[config.mk]
export PLATFORM = sky130hd
export DESIGN_NAME = turn_then_drive_goal_controller_core
export DESIGN_NICKNAME = d
export VERILOG_FILES = /design/src/design/ttdgc_pkg.sv /design/src/design/turn_then_drive_goal_controller_core.sv /design/src/design/ttdgc_cordic.sv
export VERILOG_INCLUDE_DIRS = /design/src /design/src/design
export SDC_FILE = /design/constraint.sdc
export NUM_CORES = 2
export LEC_CHECK = 0
export BUFFER_PORTS_ARGS = -buffer_cell sky130_fd_sc_hd__buf_4
export CAP_MARGIN = 15
export CORE_MARGIN = 2
export CORE_UTILIZATION = 44
export CTS_BUF_LIST = sky130_fd_sc_hd__clkbuf_4
export DETAILED_ROUTE_END_ITERATION = 10
export GPL_TIMING_DRIVEN = 0
export SYNTH_ARGS = -nofsm -noshare
export SYNTH_HDL_FRONTEND = slang
export SYNTH_SLANG_ARGS = --single-unit
[constraint.sdc]
create_clock -name aclk -period 21.8 [get_ports aclk]
set_input_delay 1.09 -clock aclk [delete_from_list [all_inputs] [get_ports aclk]]
set_output_delay 1.09 -clock aclk [all_outputs]
set_load 0.01 [all_outputs]
[src/design/turn_then_drive_goal_controller_core_macros.svh]
// Assertion macros shared by the go-to-goal controller RTL.
`ifndef TURN_THEN_DRIVE_GOAL_CONTROLLER_CORE_MACROS_SVH
`define TURN_THEN_DRIVE_GOAL_CONTROLLER_CORE_MACROS_SVH
`ifndef SYNTHESIS
`define TTDGC_ASSERT_IMP(label, clk, rst_n, ante, cons, msg) \
    label: assert property (@(posedge clk) disable iff (!rst_n) (ante) |-> (cons)) \
        else $error(msg);
`define TTDGC_ASSERT_NXT(label, clk, rst_n, ante, cons, msg) \
    label: assert property (@(posedge clk) disable iff (!rst_n) (ante) |=> (cons)) \
        else $error(msg);
`else
`define TTDGC_ASSERT_IMP(label, clk, rst_n, ante, cons, msg)
`define TTDGC_ASSERT_NXT(label, clk, rst_n, ante, cons, msg)
`endif
`endif

[src/design/ttdgc_pkg.sv]
// Types, constants and the arctangent table of the go-to-goal controller.
package ttdgc_pkg;

    localparam int COORD_W  = 16;
    localparam int OFS_W    = 17;
    localparam int CORDIC_W = 27;
    localparam int MAG_W    = 26;
    localparam int ANG_W    = 32;
    localparam int GAIN_W   = 16;
    localparam int PROD_W   = MAG_W + GAIN_W;
    localparam int DIST_W   = 18;
    localparam int ADV_W    = 12;
    localparam int ITER_W   = 5;
    localparam int PRESCALE = 8;
    localparam int DIV_CNT_W = 4;
    localparam int PADDR_W  = 4;
    localparam int PDATA_W  = 32;

    localparam logic [GAIN_W-1:0] INV_GAIN = 16'd39797;
    localparam logic [ANG_W-1:0]  ANG_PI   = 32'h8000_0000;
    localparam logic [ANG_W-1:0]  ANG_HALF_PI = 32'h4000_0000;
    localparam logic [ANG_W-1:0]  ANG_ROUND = 32'h0000_8000;
    localparam logic [PROD_W:0]   MAG_ROUND = 43'h000_0080_0000;
    localparam logic [DIV_CNT_W-1:0] DIV_LAST_BIT = 4'd11;

    localparam logic OP_TARGET = 1'b0;
    localparam logic OP_POSE   = 1'b1;

    localparam logic [1:0] PH_ALIGN = 2'd0;
    localparam logic [1:0] PH_DRIVE = 2'd1;
    localparam logic [1:0] PH_STOP  = 2'd2;

    localparam logic [1:0] REG_MAX_SPEED       = 2'd0;
    localparam logic [1:0] REG_SLOW_RADIUS     = 2'd1;
    localparam logic [1:0] REG_ARRIVE_DISTANCE = 2'd2;
    localparam logic [1:0] REG_ALIGN_THRESHOLD = 2'd3;

    localparam logic [11:0] RST_MAX_SPEED       = 12'd1000;
    localparam logic [15:0] RST_SLOW_RADIUS     = 16'd1000;
    localparam logic [15:0] RST_ARRIVE_DISTANCE = 16'd50;
    localparam logic [14:0] RST_ALIGN_THRESHOLD = 15'd939;

    typedef struct packed {
        logic                       opcode;
        logic signed [COORD_W-1:0]  target_x;
        logic signed [COORD_W-1:0]  target_z;
        logic signed [COORD_W-1:0]  robot_x;
        logic signed [COORD_W-1:0]  robot_z;
        logic signed [COORD_W-1:0]  robot_heading;
    } in_item_t;

    typedef struct packed {
        logic [ADV_W-1:0]           advance_speed;
        logic signed [COORD_W-1:0]  rotation_cmd;
        logic [1:0]                 phase_out;
        logic                       task_done;
    } out_item_t;

    typedef struct packed {
        logic load;
        logic step;
    } cordic_ctrl_t;

    typedef struct packed {
        logic busy;
        logic last;
    } cordic_stat_t;

    function automatic logic [ANG_W-1:0] atan_entry(input logic [ITER_W-1:0] idx);
        logic [ANG_W-1:0] v;
        case (idx)
            5'd0:    v = 32'd536870912;
            5'd1:    v = 32'd316933406;
            5'd2:    v = 32'd167458907;
            5'd3:    v = 32'd85004756;
            5'd4:    v = 32'd42667331;
            5'd5:    v = 32'd21354465;
            5'd6:    v = 32'd10679838;
            5'd7:    v = 32'd5340245;
            5'd8:    v = 32'd2670163;
            5'd9:    v = 32'd1335087;
            5'd10:   v = 32'd667544;
            5'd11:   v = 32'd333772;
            5'd12:   v = 32'd166886;
            5'd13:   v = 32'd83443;
            5'd14:   v = 32'd41722;
            5'd15:   v = 32'd20861;
            5'd16:   v = 32'd10430;
            5'd17:   v = 32'd5215;
            5'd18:   v = 32'd2608;
            5'd19:   v = 32'd1304;
            5'd20:   v = 32'd652;
            5'd21:   v = 32'd326;
            5'd22:   v = 32'd163;
            5'd23:   v = 32'd81;
            default: v = 32'd0;
        endcase
        return v;
    endfunction

endpackage

[src/design/turn_then_drive_goal_controller_core.sv]
// Top level of the turn-then-drive go-to-goal controller with its register port.
//
//   Port group  Direction  Handshake          Beat
//   s_          in         s_valid / s_ready  opcode, target and pose
//   m_          out        m_valid / m_ready  advance, rotation, phase, done
//   p*          in/out     APB, pready high   configuration registers
//
// A pose beat that needs arithmetic goes through the shared CORDIC stage, and in
// drive also through the bit-serial divider when the distance is under the slow
// radius. Reset is synchronous and needs no clearing pass. A held result does not
// block the next beat, but a finished one waits on m_ready.
`include "turn_then_drive_goal_controller_core_macros.svh"
module turn_then_drive_goal_controller_core #(
    parameter int CORDIC_ITERATIONS = 16
) (
    input  logic                                aclk,
    input  logic                                aresetn,
    input  logic                                s_valid,
    output logic                                s_ready,
    input  ttdgc_pkg::in_item_t                 s_data,
    output logic                                m_valid,
    input  logic                                m_ready,
    output ttdgc_pkg::out_item_t                m_data,
    input  logic                                psel,
    input  logic                                penable,
    input  logic                                pwrite,
    input  logic [ttdgc_pkg::PADDR_W-1:0]       paddr,
    input  logic [ttdgc_pkg::PDATA_W-1:0]       pwdata,
    output logic [ttdgc_pkg::PDATA_W-1:0]       prdata,
    output logic                                pready
);

    localparam logic [2:0] S_IDLE = 3'd0;
    localparam logic [2:0] S_ROT  = 3'd1;
    localparam logic [2:0] S_MAG  = 3'd2;
    localparam logic [2:0] S_DIST = 3'd3;
    localparam logic [2:0] S_EVAL = 3'd4;
    localparam logic [2:0] S_DIVI = 3'd5;
    localparam logic [2:0] S_DIV  = 3'd6;
    localparam logic [2:0] S_FIN  = 3'd7;

    logic [2:0]  state_reg, state_next;
    logic [11:0] max_speed_reg, max_speed_next;
    logic [15:0] slow_radius_reg, slow_radius_next;
    logic [15:0] arrive_distance_reg, arrive_distance_next;
    logic [14:0] align_threshold_reg, align_threshold_next;
    logic signed [15:0] goal_x_reg, goal_x_next;
    logic signed [15:0] goal_z_reg, goal_z_next;
    logic        active_reg, active_next;
    logic [1:0]  phase_reg, phase_next;
    logic [15:0] head_reg, head_next;
    logic [ttdgc_pkg::PROD_W-1:0]    prod_reg, prod_next;
    logic [ttdgc_pkg::DIST_W-1:0]    dist_reg, dist_next;
    logic [15:0] b16_reg, b16_next;
    logic [15:0] rem_reg, rem_next;
    logic [ttdgc_pkg::DIV_CNT_W-1:0] cnt_reg, cnt_next;
    logic [ttdgc_pkg::ADV_W-1:0]     adv_reg, adv_next;
    logic        m_valid_reg, m_valid_next;
    ttdgc_pkg::out_item_t m_data_reg, m_data_next;

    logic        s_fire, cfg_we, out_free;
    logic signed [ttdgc_pkg::OFS_W-1:0] dx, dz;
    ttdgc_pkg::cordic_ctrl_t cordic_ctrl;
    ttdgc_pkg::cordic_stat_t cordic_stat;
    logic [ttdgc_pkg::MAG_W-1:0] mag_raw;
    logic [ttdgc_pkg::ANG_W-1:0] cordic_angle;
    logic [ttdgc_pkg::MAG_W-1:0]  mul_a;
    logic [ttdgc_pkg::GAIN_W-1:0] mul_b;
    logic [ttdgc_pkg::PROD_W-1:0] mul_p;
    logic [ttdgc_pkg::PROD_W:0]   mag_sum;
    logic [ttdgc_pkg::ANG_W-1:0]  b32, b32_round;
    logic [15:0] bmag;
    logic [16:0] div_trial;
    logic [11:0] div_low;
    logic        pose_work;

    assign s_ready  = (state_reg == S_IDLE);
    assign s_fire   = s_valid && s_ready;
    assign cfg_we   = psel && penable && pwrite;
    assign pready   = 1'b1;
    assign out_free = !m_valid_reg || m_ready;

    assign dx = $signed({goal_x_reg[15], goal_x_reg}) - $signed({s_data.robot_x[15], s_data.robot_x});
    assign dz = $signed({goal_z_reg[15], goal_z_reg}) - $signed({s_data.robot_z[15], s_data.robot_z});
    assign pose_work = (s_data.opcode == ttdgc_pkg::OP_POSE) && active_reg
                       && ((phase_reg == ttdgc_pkg::PH_ALIGN) || (phase_reg == ttdgc_pkg::PH_DRIVE));

    assign cordic_ctrl.load = s_fire && pose_work && ((dx != '0) || (dz != '0));
    assign cordic_ctrl.step = (state_reg == S_ROT);

    ttdgc_cordic #(
        .ITERATIONS (CORDIC_ITERATIONS)
    ) u_cordic (
        .aclk    (aclk),
        .aresetn (aresetn),
        .ctrl    (cordic_ctrl),
        .dx      (dx),
        .dz      (dz),
        .mag_raw (mag_raw),
        .angle   (cordic_angle),
        .stat    (cordic_stat)
    );

    always_comb begin
        if (state_reg == S_MAG) begin
            mul_a = mag_raw;
            mul_b = ttdgc_pkg::INV_GAIN;
        end else begin
            mul_a = {{(ttdgc_pkg::MAG_W - ttdgc_pkg::ADV_W){1'b0}}, max_speed_reg};
            mul_b = dist_reg[15:0];
        end
    end
    assign mul_p = mul_a * mul_b;

    assign mag_sum   = {1'b0, prod_reg} + ttdgc_pkg::MAG_ROUND;
    assign b32       = ttdgc_pkg::ANG_HALF_PI - cordic_angle - {head_reg, 16'h0000};
    assign b32_round = b32 + ttdgc_pkg::ANG_ROUND;
    assign bmag      = b16_reg[15] ? (16'd0 - b16_reg) : b16_reg;
    assign div_low   = prod_reg[11:0];
    assign div_trial = {rem_reg, div_low[cnt_reg]};

    always_comb begin
        prdata = '0;
        case (paddr[3:2])
            ttdgc_pkg::REG_MAX_SPEED:       prdata = {20'd0, max_speed_reg};
            ttdgc_pkg::REG_SLOW_RADIUS:     prdata = {16'd0, slow_radius_reg};
            ttdgc_pkg::REG_ARRIVE_DISTANCE: prdata = {16'd0, arrive_distance_reg};
            ttdgc_pkg::REG_ALIGN_THRESHOLD: prdata = {17'd0, align_threshold_reg};
            default:                        prdata = '0;
        endcase
    end

    always_comb begin
        max_speed_next       = max_speed_reg;
        slow_radius_next     = slow_radius_reg;
        arrive_distance_next = arrive_distance_reg;
        align_threshold_next = align_threshold_reg;
        if (cfg_we) begin
            case (paddr[3:2])
                ttdgc_pkg::REG_MAX_SPEED:       max_speed_next       = pwdata[11:0];
                ttdgc_pkg::REG_SLOW_RADIUS:     slow_radius_next     = pwdata[15:0];
                ttdgc_pkg::REG_ARRIVE_DISTANCE: arrive_distance_next = pwdata[15:0];
                ttdgc_pkg::REG_ALIGN_THRESHOLD: align_threshold_next = pwdata[14:0];
                default: begin
                end
            endcase
        end
    end

    always_comb begin
        state_next   = state_reg;
        goal_x_next  = goal_x_reg;
        goal_z_next  = goal_z_reg;
        active_next  = active_reg;
        phase_next   = phase_reg;
        head_next    = head_reg;
        prod_next    = prod_reg;
        dist_next    = dist_reg;
        b16_next     = b16_reg;
        rem_next     = rem_reg;
        cnt_next     = cnt_reg;
        adv_next     = adv_reg;
        m_valid_next = m_valid_reg && !m_ready;
        m_data_next  = m_data_reg;

        case (state_reg)
            S_IDLE: begin
                if (s_fire) begin
                    if (s_data.opcode == ttdgc_pkg::OP_TARGET) begin
                        goal_x_next = s_data.target_x;
                        goal_z_next = s_data.target_z;
                        active_next = 1'b1;
                        phase_next  = ttdgc_pkg::PH_ALIGN;
                    end else if (active_reg) begin
                        head_next = s_data.robot_heading;
                        if (!pose_work) begin
                            state_next = S_FIN;
                        end else if (cordic_ctrl.load) begin
                            state_next = S_ROT;
                        end else begin
                            dist_next  = '0;
                            b16_next   = '0;
                            state_next = S_EVAL;
                        end
                    end
                end
            end
            S_ROT: begin
                if (cordic_stat.last) begin
                    state_next = S_MAG;
                end
            end
            S_MAG: begin
                prod_next  = mul_p;
                state_next = S_DIST;
            end
            S_DIST: begin
                dist_next  = mag_sum[ttdgc_pkg::PROD_W-1:24];
                b16_next   = b32_round[31:16];
                state_next = S_EVAL;
            end
            S_EVAL: begin
                if (phase_reg == ttdgc_pkg::PH_ALIGN) begin
                    state_next = S_FIN;
                end else if ((slow_radius_reg == '0) || (dist_reg >= {2'b00, slow_radius_reg})) begin
                    adv_next   = max_speed_reg;
                    state_next = S_FIN;
                end else begin
                    prod_next  = mul_p;
                    state_next = S_DIVI;
                end
            end
            S_DIVI: begin
                rem_next   = prod_reg[27:12];
                cnt_next   = ttdgc_pkg::DIV_LAST_BIT;
                adv_next   = '0;
                state_next = S_DIV;
            end
            S_DIV: begin
                if (div_trial >= {1'b0, slow_radius_reg}) begin
                    rem_next = 16'(div_trial - {1'b0, slow_radius_reg});
                    adv_next = {adv_reg[ttdgc_pkg::ADV_W-2:0], 1'b1};
                end else begin
                    rem_next = div_trial[15:0];
                    adv_next = {adv_reg[ttdgc_pkg::ADV_W-2:0], 1'b0};
                end
                if (cnt_reg == '0) begin
                    state_next = S_FIN;
                end else begin
                    cnt_next = cnt_reg - 1'b1;
                end
            end
            S_FIN: begin
                if (out_free) begin
                    m_valid_next = 1'b1;
                    state_next   = S_IDLE;
                    case (phase_reg)
                        ttdgc_pkg::PH_ALIGN: begin
                            m_data_next.advance_speed = '0;
                            m_data_next.rotation_cmd  = b16_reg;
                            m_data_next.phase_out     = ttdgc_pkg::PH_ALIGN;
                            m_data_next.task_done     = 1'b0;
                            if (bmag <= {1'b0, align_threshold_reg}) begin
                                phase_next = ttdgc_pkg::PH_DRIVE;
                            end
                        end
                        ttdgc_pkg::PH_DRIVE: begin
                            m_data_next.advance_speed = adv_reg;
                            m_data_next.rotation_cmd  = b16_reg;
                            m_data_next.phase_out     = ttdgc_pkg::PH_DRIVE;
                            m_data_next.task_done     = 1'b0;
                            if (dist_reg < {2'b00, arrive_distance_reg}) begin
                                phase_next = ttdgc_pkg::PH_STOP;
                            end
                        end
                        default: begin
                            m_data_next.advance_speed = '0;
                            m_data_next.rotation_cmd  = '0;
                            m_data_next.phase_out     = ttdgc_pkg::PH_STOP;
                            m_data_next.task_done     = 1'b1;
                            active_next = 1'b0;
                            phase_next  = ttdgc_pkg::PH_STOP;
                        end
                    endcase
                end
            end
            default: begin
                state_next = S_IDLE;
            end
        endcase
    end

    always_ff @(posedge aclk) begin
        if (!aresetn) begin
            state_reg           <= S_IDLE;
            max_speed_reg       <= ttdgc_pkg::RST_MAX_SPEED;
            slow_radius_reg     <= ttdgc_pkg::RST_SLOW_RADIUS;
            arrive_distance_reg <= ttdgc_pkg::RST_ARRIVE_DISTANCE;
            align_threshold_reg <= ttdgc_pkg::RST_ALIGN_THRESHOLD;
            goal_x_reg          <= '0;
            goal_z_reg          <= '0;
            active_reg          <= 1'b0;
            phase_reg           <= ttdgc_pkg::PH_ALIGN;
            m_valid_reg         <= 1'b0;
        end else begin
            state_reg           <= state_next;
            max_speed_reg       <= max_speed_next;
            slow_radius_reg     <= slow_radius_next;
            arrive_distance_reg <= arrive_distance_next;
            align_threshold_reg <= align_threshold_next;
            goal_x_reg          <= goal_x_next;
            goal_z_reg          <= goal_z_next;
            active_reg          <= active_next;
            phase_reg           <= phase_next;
            m_valid_reg         <= m_valid_next;
        end
    end

    always_ff @(posedge aclk) begin
        head_reg   <= head_next;
        prod_reg   <= prod_next;
        dist_reg   <= dist_next;
        b16_reg    <= b16_next;
        rem_reg    <= rem_next;
        cnt_reg    <= cnt_next;
        adv_reg    <= adv_next;
        m_data_reg <= m_data_next;
    end

    assign m_valid = m_valid_reg;
    assign m_data  = m_data_reg;

    `TTDGC_ASSERT_IMP(a_rot_busy, aclk, aresetn, state_reg == S_ROT, cordic_stat.busy, "CORDIC idle during rotation")
    `TTDGC_ASSERT_NXT(a_target_arms, aclk, aresetn, s_fire && (s_data.opcode == ttdgc_pkg::OP_TARGET), active_reg && (phase_reg == ttdgc_pkg::PH_ALIGN), "New target did not arm align phase")
    `TTDGC_ASSERT_IMP(a_done_is_stop, aclk, aresetn, m_valid && m_data.task_done, (m_data.phase_out == ttdgc_pkg::PH_STOP) && (m_data.advance_speed == '0) && (m_data.rotation_cmd == '0), "Done beat is not a zero stop command")
    `TTDGC_ASSERT_IMP(a_align_still, aclk, aresetn, m_valid && (m_data.phase_out == ttdgc_pkg::PH_ALIGN), (m_data.advance_speed == '0) && !m_data.task_done, "Align beat carries advance or done")

endmodule

[src/design/ttdgc_cordic.sv]
// Iterative vectoring CORDIC giving the angle and raw magnitude of an offset.
module ttdgc_cordic #(
    parameter int ITERATIONS = 16
) (
    input  logic                                    aclk,
    input  logic                                    aresetn,
    input  ttdgc_pkg::cordic_ctrl_t                 ctrl,
    input  logic signed [ttdgc_pkg::OFS_W-1:0]      dx,
    input  logic signed [ttdgc_pkg::OFS_W-1:0]      dz,
    output logic [ttdgc_pkg::MAG_W-1:0]             mag_raw,
    output logic [ttdgc_pkg::ANG_W-1:0]             angle,
    output ttdgc_pkg::cordic_stat_t                 stat
);

    localparam logic [ttdgc_pkg::ITER_W-1:0] LAST_ITER = ttdgc_pkg::ITER_W'(ITERATIONS - 1);

    logic signed [ttdgc_pkg::CORDIC_W-1:0] x_reg, x_next;
    logic signed [ttdgc_pkg::CORDIC_W-1:0] y_reg, y_next;
    logic [ttdgc_pkg::ANG_W-1:0]           ang_reg, ang_next;
    logic [ttdgc_pkg::ITER_W-1:0]          iter_reg, iter_next;
    logic                                  running_reg, running_next;
    logic signed [ttdgc_pkg::CORDIC_W-1:0] x_init, y_init;
    logic signed [ttdgc_pkg::CORDIC_W-1:0] x_shift, y_shift;
    logic [ttdgc_pkg::ANG_W-1:0]           atan_val;
    logic                                  last_step;

    assign x_init = {{(ttdgc_pkg::CORDIC_W - ttdgc_pkg::OFS_W - ttdgc_pkg::PRESCALE){dx[ttdgc_pkg::OFS_W-1]}},
                     dx, {ttdgc_pkg::PRESCALE{1'b0}}};
    assign y_init = {{(ttdgc_pkg::CORDIC_W - ttdgc_pkg::OFS_W - ttdgc_pkg::PRESCALE){dz[ttdgc_pkg::OFS_W-1]}},
                     dz, {ttdgc_pkg::PRESCALE{1'b0}}};
    assign x_shift  = x_reg >>> iter_reg;
    assign y_shift  = y_reg >>> iter_reg;
    assign atan_val = ttdgc_pkg::atan_entry(iter_reg);
    assign last_step = running_reg && (iter_reg == LAST_ITER);

    always_comb begin
        x_next       = x_reg;
        y_next       = y_reg;
        ang_next     = ang_reg;
        iter_next    = iter_reg;
        running_next = running_reg;
        if (ctrl.load) begin
            running_next = 1'b1;
            iter_next    = '0;
            if (dx < 0) begin
                x_next   = -x_init;
                y_next   = -y_init;
                ang_next = ttdgc_pkg::ANG_PI;
            end else begin
                x_next   = x_init;
                y_next   = y_init;
                ang_next = '0;
            end
        end else if (ctrl.step && running_reg) begin
            if (y_reg > 0) begin
                x_next   = x_reg + y_shift;
                y_next   = y_reg - x_shift;
                ang_next = ang_reg + atan_val;
            end else begin
                x_next   = x_reg - y_shift;
                y_next   = y_reg + x_shift;
                ang_next = ang_reg - atan_val;
            end
            if (last_step) begin
                running_next = 1'b0;
            end else begin
                iter_next = iter_reg + 1'b1;
            end
        end
    end

    always_ff @(posedge aclk) begin
        if (!aresetn) begin
            running_reg <= 1'b0;
            iter_reg    <= '0;
        end else begin
            running_reg <= running_next;
            iter_reg    <= iter_next;
        end
    end

    always_ff @(posedge aclk) begin
        x_reg   <= x_next;
        y_reg   <= y_next;
        ang_reg <= ang_next;
    end

    assign mag_raw   = x_reg[ttdgc_pkg::MAG_W-1:0];
    assign angle     = ang_reg;
    assign stat.busy = running_reg;
    assign stat.last = last_step;

endmodule
# Word level (Yosys, flattened, before mapping)

Memory sizes are Yosys's and may differ from the RTL's. A register that Yosys moved wholly into a read port is not among the register bits.
Index checks and enable logic that the tools add are counted.

Word-level logic and storage cells: 206
Bits in read-only memories: 960
Input port bits: 124
Bits in registers: 345
Output and inout bits: 66
Memories: 1

Memories:

| memory          | depth | bits a word | read ports | clocked after memory_dff | wr ports | line            | text |
|---|---|---|---|---|---|---|---|
| (no name shown) | 32    | 30          | 1          | 1                        | 0        | ttdgc_pkg.sv:71 | `case (idx)` |

Bitwise operators: 3
Reduce and logical (&&, ||, !) cells: 48
Order comparisons: 7
Shift-type cells: 2
Mux-type cells: 72
Eq/ne operators: 28
$add $sub $neg: 18
$mul: 1

Operator list:

| kind                   | count |
|---|---|
| $mux 27                | 8 |
| $mux 16                | 8 |
| $mux 32                | 4 |
| $pmux 32 s4            | 1 |
| $mux 18                | 5 |
| $mux 42                | 2 |
| $pmux 42 s2            | 1 |
| $pmux 16 s2            | 2 |
| $sub 32x32->32         | 2 |
| $pmux 31 s2            | 1 |
| $add 27x27->27         | 2 |
| $neg 25->27            | 2 |
| $sshr 27x5->27         | 2 |
| $sub 27x27->27         | 2 |
| $add 42x24->42 const B | 1 |
| $mul 26x16->42         | 1 |
| $pmux 12 s3            | 1 |
| $pmux 18 s2            | 1 |
| $reduce_bool 17->1     | 2 |
| $sub 16x16->17         | 2 |
| $add 32x16->32 const B | 1 |
| $add 32x32->32         | 1 |
| $sub 31x32->32 const A | 1 |
| $gt 27x1->1 const B    | 1 |
| other kinds (47)       | 125 |

# Logic depth before layout (Yosys ltp)

Depth in word-level cells: 11
Depth in mapped cells: 29
Mapped depth without buffers: 28

# Hierarchy

Synthesis repeated with hierarchy kept, for this count alone.

Cell total of the unflattened synthesis: 4895
Area total of the unflattened synthesis: 43466.7 um^2

Modules (own cells, without submodules):

| module                               | area each (um^2) | times used | cells each |
|---|---|---|---|
| turn_then_drive_goal_controller_core | 28258.4          | 1          | 3073 |
| ttdgc_cordic                         | 15208.3          | 1          | 1822 |

# Worst setup path after synthesis

No wires, ideal clock.

Path type: reg2reg
From: register state_reg[0]
To: register prod_reg[41] in the netlist's numbering (data pin)
Slack: 14.849 ns
Stages on the path, launching flop included: 29
Arrival time: 6.691 ns
Cell sequence: dfxtp_1 -> nand2b_1 -> nor2_1 -> clkbuf_1 -> clkbuf_1 -> nand2_1 -> nand2_1 -> nand2_1 -> fa_1 -> inv_1 -> fa_1 -> inv_1 -> fa_1 -> inv_1 -> fa_1 -> fa_1 -> inv_1 -> fa_1 -> inv_1 -> ha_1 -> and3_1 -> a221o_1 -> a21oi_1 -> o21ai_0 -> a21o_1 -> a211oi_1 -> o31a_1 -> o21ai_0 -> xnor2_1

Cells in the longest elaborated chain, start to end: 6
Elaborated cells on any way between the ends: 8
Classes of those cells: mul (1); eq/ne (2); mux (5)

RTL lines:

| element                            | line                                        | text |
|---|---|---|
| start, declared                    | turn_then_drive_goal_controller_core.sv:42  | `logic [2:0] state_reg, state_next;` |
| start signal, assigned             | turn_then_drive_goal_controller_core.sv:286 | `state_reg <= state_next;` |
| $eq 3x2->1 *                       | turn_then_drive_goal_controller_core.sv:105 | `if (state_reg == S_MAG) begin` |
| $mux 26 or $mux 16 (tied branches) | turn_then_drive_goal_controller_core.sv:105 |  |
| $mul 26x16->42 *                   | turn_then_drive_goal_controller_core.sv:113 | `assign mul_p = mul_a * mul_b;` |
| via mul_p, one bit                 | turn_then_drive_goal_controller_core.sv:69  | `logic [ttdgc_pkg::PROD_W-1:0] mul_p;` |
| $mux 42                            | turn_then_drive_goal_controller_core.sv:205 | `end else if ((slow_radius_reg == '0) \|\| (dist_reg >= {2'b00, slow_radius_reg})) begin` |
| $mux 42                            | turn_then_drive_goal_controller_core.sv:203 | `if (phase_reg == ttdgc_pkg::PH_ALIGN) begin` |
| $pmux 42 s2 *                      | turn_then_drive_goal_controller_core.sv:166 | `case (state_reg)` |
| end signal, assigned               | turn_then_drive_goal_controller_core.sv:301 | `prod_reg <= prod_next;` |
| end, declared                      | turn_then_drive_goal_controller_core.sv:52  | `logic [ttdgc_pkg::PROD_W-1:0] prod_reg, prod_next;` |

The timed path passes the listed nets; every way through them passes the cells marked *. The select of a mux whose other input is x is not followed.
A chain may end at the register's enable or synchronous reset.

# Worst setup path after layout

Same ends and word-level chain as after synthesis.

==> results.ini <==
[outcome]
outcome = finished, final reports clean

[critical_path]
cp_slowest_cell = fa_1
reg2reg_depth = 24
startpoint_type = register
path_class = reg2reg
cpPeakStageDelay_ns = 0.63
path_buf_inv = 5
crit_chain = nand2b_1, nor2_1, clkbuf_1, clkbuf_1, nand2_1, fa_1, fa_1, inv_1, fa_1, fa_1, fa_1, inv_1, fa_1, inv_1, ha_1, and3_1, a221o_1, a21oi_1, o21ai_0, a21o_1, a211oi_1, o31a_1, o21ai_0, xnor2_1
crit_fanout = 10
r2r_start = state_reg[0]
r2r_slack_ns = 12.80
critPathMostFrequentCell = fa_1
endpoint_kind = register
crit_required_ns = 22.40
cp_top_family = adder cells
r2r-end = prod_reg[41]
cp.arrival_ns = 9.59

[min_path]
hold_end = head_reg[1]
worstHoldPathCells = 1
hold_start = s_data[1]
holdCritPathClass = in2reg

[sta]
setup_ws_ns = 12.80
hold_violations = 0
post-route-period-util_pct = 41.28
fin_crit_ns = 8.999
rsz0062_at_grt = false
slew_viol_final = 0
worstMarginPinSlew_ns = 1.215
report.final.setup_viol = 0
fin_setup_tns_ns = 0
fmax_mhz = 111.1
fin_hold_ws_ns = 0.3094
relSlewSlack_pct = 18.83
finClkSkew_ns = 0.1465

[finish]
drive_gt1_share_pct = 9.466
largest_reg_flops = 42
nFillCells = 9458
area_delta_synth_final_pct = 10.93
fin_util_pct = 49.39
nets = 6043

[placement]
place_congestion = 0.9737
dp_hpwl_um = 113500
io_buffer_count = 154
pre_cts_slack_ns = 12.92

[clock_network]
cts_buffer_depth = 3
clock-sinks = 374
ctsHtreeMaxLevel = 3
cts_buffers = 105
cts.repair.resized = 0
clk_latency_ns = 1.00
cts.clk_slew.worst_paths_ns = 0.07
postCtsSetupBuffers = 0
ctsHoldBuffers = 0
cts_tree = built
root_buffer = clkbuf_4

[grt]
antenna_found_initial = 3
grt_pass1_wl_um = 216900
gr-usage-all-layers_pct = 28.20
grt_start_max_net_pins = 44
overflow = 0
grt_pass1_vias = 36750

[synthesis]
synth_top_family_by_area = adder cells
synth_common_cells = inv_1, nand2_1, nor2_1
synth_area_leaders = edfxtp_1, fa_1, ha_1
synthAdderAreaFrac_pct = 25.99
synth-seq-cells = 374
syn_area_per_cell_um2 = 8.889
syn_inst = 4858
yosysWarnings = 0
ys.flop_type = edfxtp_1
synthesis.area_um2 = 43180
synthArstFlopShare_pct = 0
synthMostInstantiatedCell = inv_1
synth-simple-area-share_pct = 15.80
synth-compound-area-share_pct = 14.96
yosysTopAreaCell = edfxtp_1
synth_xor_area_share_pct = 5.557
synth_top_cell_area_share_pct = 16.69
synth_mux_area_share_pct = 6.864
synth_cell_types = 93
ys_seq_area_share_pct = 22.90
synth-edff-count = 240

[drt]
via_count = 36960
dr.pass1.iters = 8
drt-total-wl_um = 140800
routed_via_density = 5.607
drt-wirelength-per-cell_um = 21.36
ant_nets = 0
drt_iter0_markers = 3090
drcViolationCount = 0

[flow_run]
cap_violations = 0

[floorplan]
die_h_um = 317.3
dieWidth_um = 317.3
initial_core_util_pct = 44.52
io_pins = 190
coreArea_um2 = 96990
dieArea_um2 = 100700
rows = 114

cells in the final DEF, fill, tap and decap left out, types with 27 or more instances in the layout:
master,netlist,layout
inv_1,647,647
nand2_1,538,537
nor2_1,361,360
ha_1,353,353
fa_1,340,340
a21oi_1,251,249
edfxtp_1,240,240
o21ai_0,216,216
buf_4,20,174
xnor2_1,169,169
clkbuf_1,165,165
clkbuf_4,0,163
dfxtp_1,134,134
xor2_1,105,105
conb_1,2,101
and2_1,99,98
nand3_1,95,95
mux2i_1,88,88
a21boi_0,81,81
a21o_1,72,72
and3_1,70,70
nor3_1,60,60
mux4_2,59,59
o21a_1,52,52
nor2b_1,49,49
a31oi_1,46,46
nand2b_1,43,43
a211oi_1,36,36
o211ai_1,35,35
o31ai_1,28,28
or3_1,28,28
nand4_1,27,27
layout make-up:
class	count	area, µm²	area share (%)
Sequential cell	374	9889	20.64
Timing Repair Buffer	162	1315	2.745
Buffer	220	968.4	2.022
Antenna cell	2	5.005	0.01045
Tap cell	1276	1597	3.333
Multi-Input combinational cell	3711	30280	63.22
Clock buffer	163	1224	2.554
Clock inverter	32	176.4	0.3683
Inverter	652	2447	5.109
worst reg2reg max path: cells and delay by family (launching register included):
family | cells | cell delay [ns]
buf+inv | 5 | 1.34
fa+ha+maj | 7 | 3.50
compound gates | 7 | 1.84
flops | 1 | 0.37
simple gates | 4 | 1.43
xor+xnor | 1 | 0.15
kinds of logic after synthesis:
group           after synthesis
flops                       374
fa+ha+maj                   693
mux                         186
simple gates               1460
compound gates              997
xor+xnor                    274
buf+inv                     872
other cells                   2
metal layers:
layer  wire length, µm  vias to the layer above  part of all wire (%)  global-route usage (%)
met3              9591                      300                   6.8                   4.500
met2             66370                     1360                    47                   46.70
met1             58520                    17920                    42                   36.82
li1                  -                    17380                     -                       -
met5                12                        -                0.0085                       0
met4              6315                        2                   4.5                   11.35
how the worst max path moves through the flow:
stage                     slack, ns  cells past startpoint          from                 to
final                         12.80                     24  state_reg[0]       prod_reg[41]
after global routing          12.48                     24  state_reg[0]       prod_reg[41]
after CTS                     12.80                     24  state_reg[0]       prod_reg[41]
after detailed placement      12.92                     24  state_reg[0]       prod_reg[41]
after global placement        12.00                     14    s_data[32]  u_cordic.x_reg[3]
after floorplan               14.85                     28  state_reg[0]       prod_reg[41]
through the flow:
step	area (µm²)	instances
4_1_cts	47890	6589
5_1_grt	47900	6591
6_report	47910	6592
3_3_place_gp	46310	6387
3_5_place_dp	46490	6394
2_1_floorplan	43560	4957
Power is left out: the tool's default activity adds up to more than one toggle a clock period on the data nets, which glitch-free logic cannot reach.
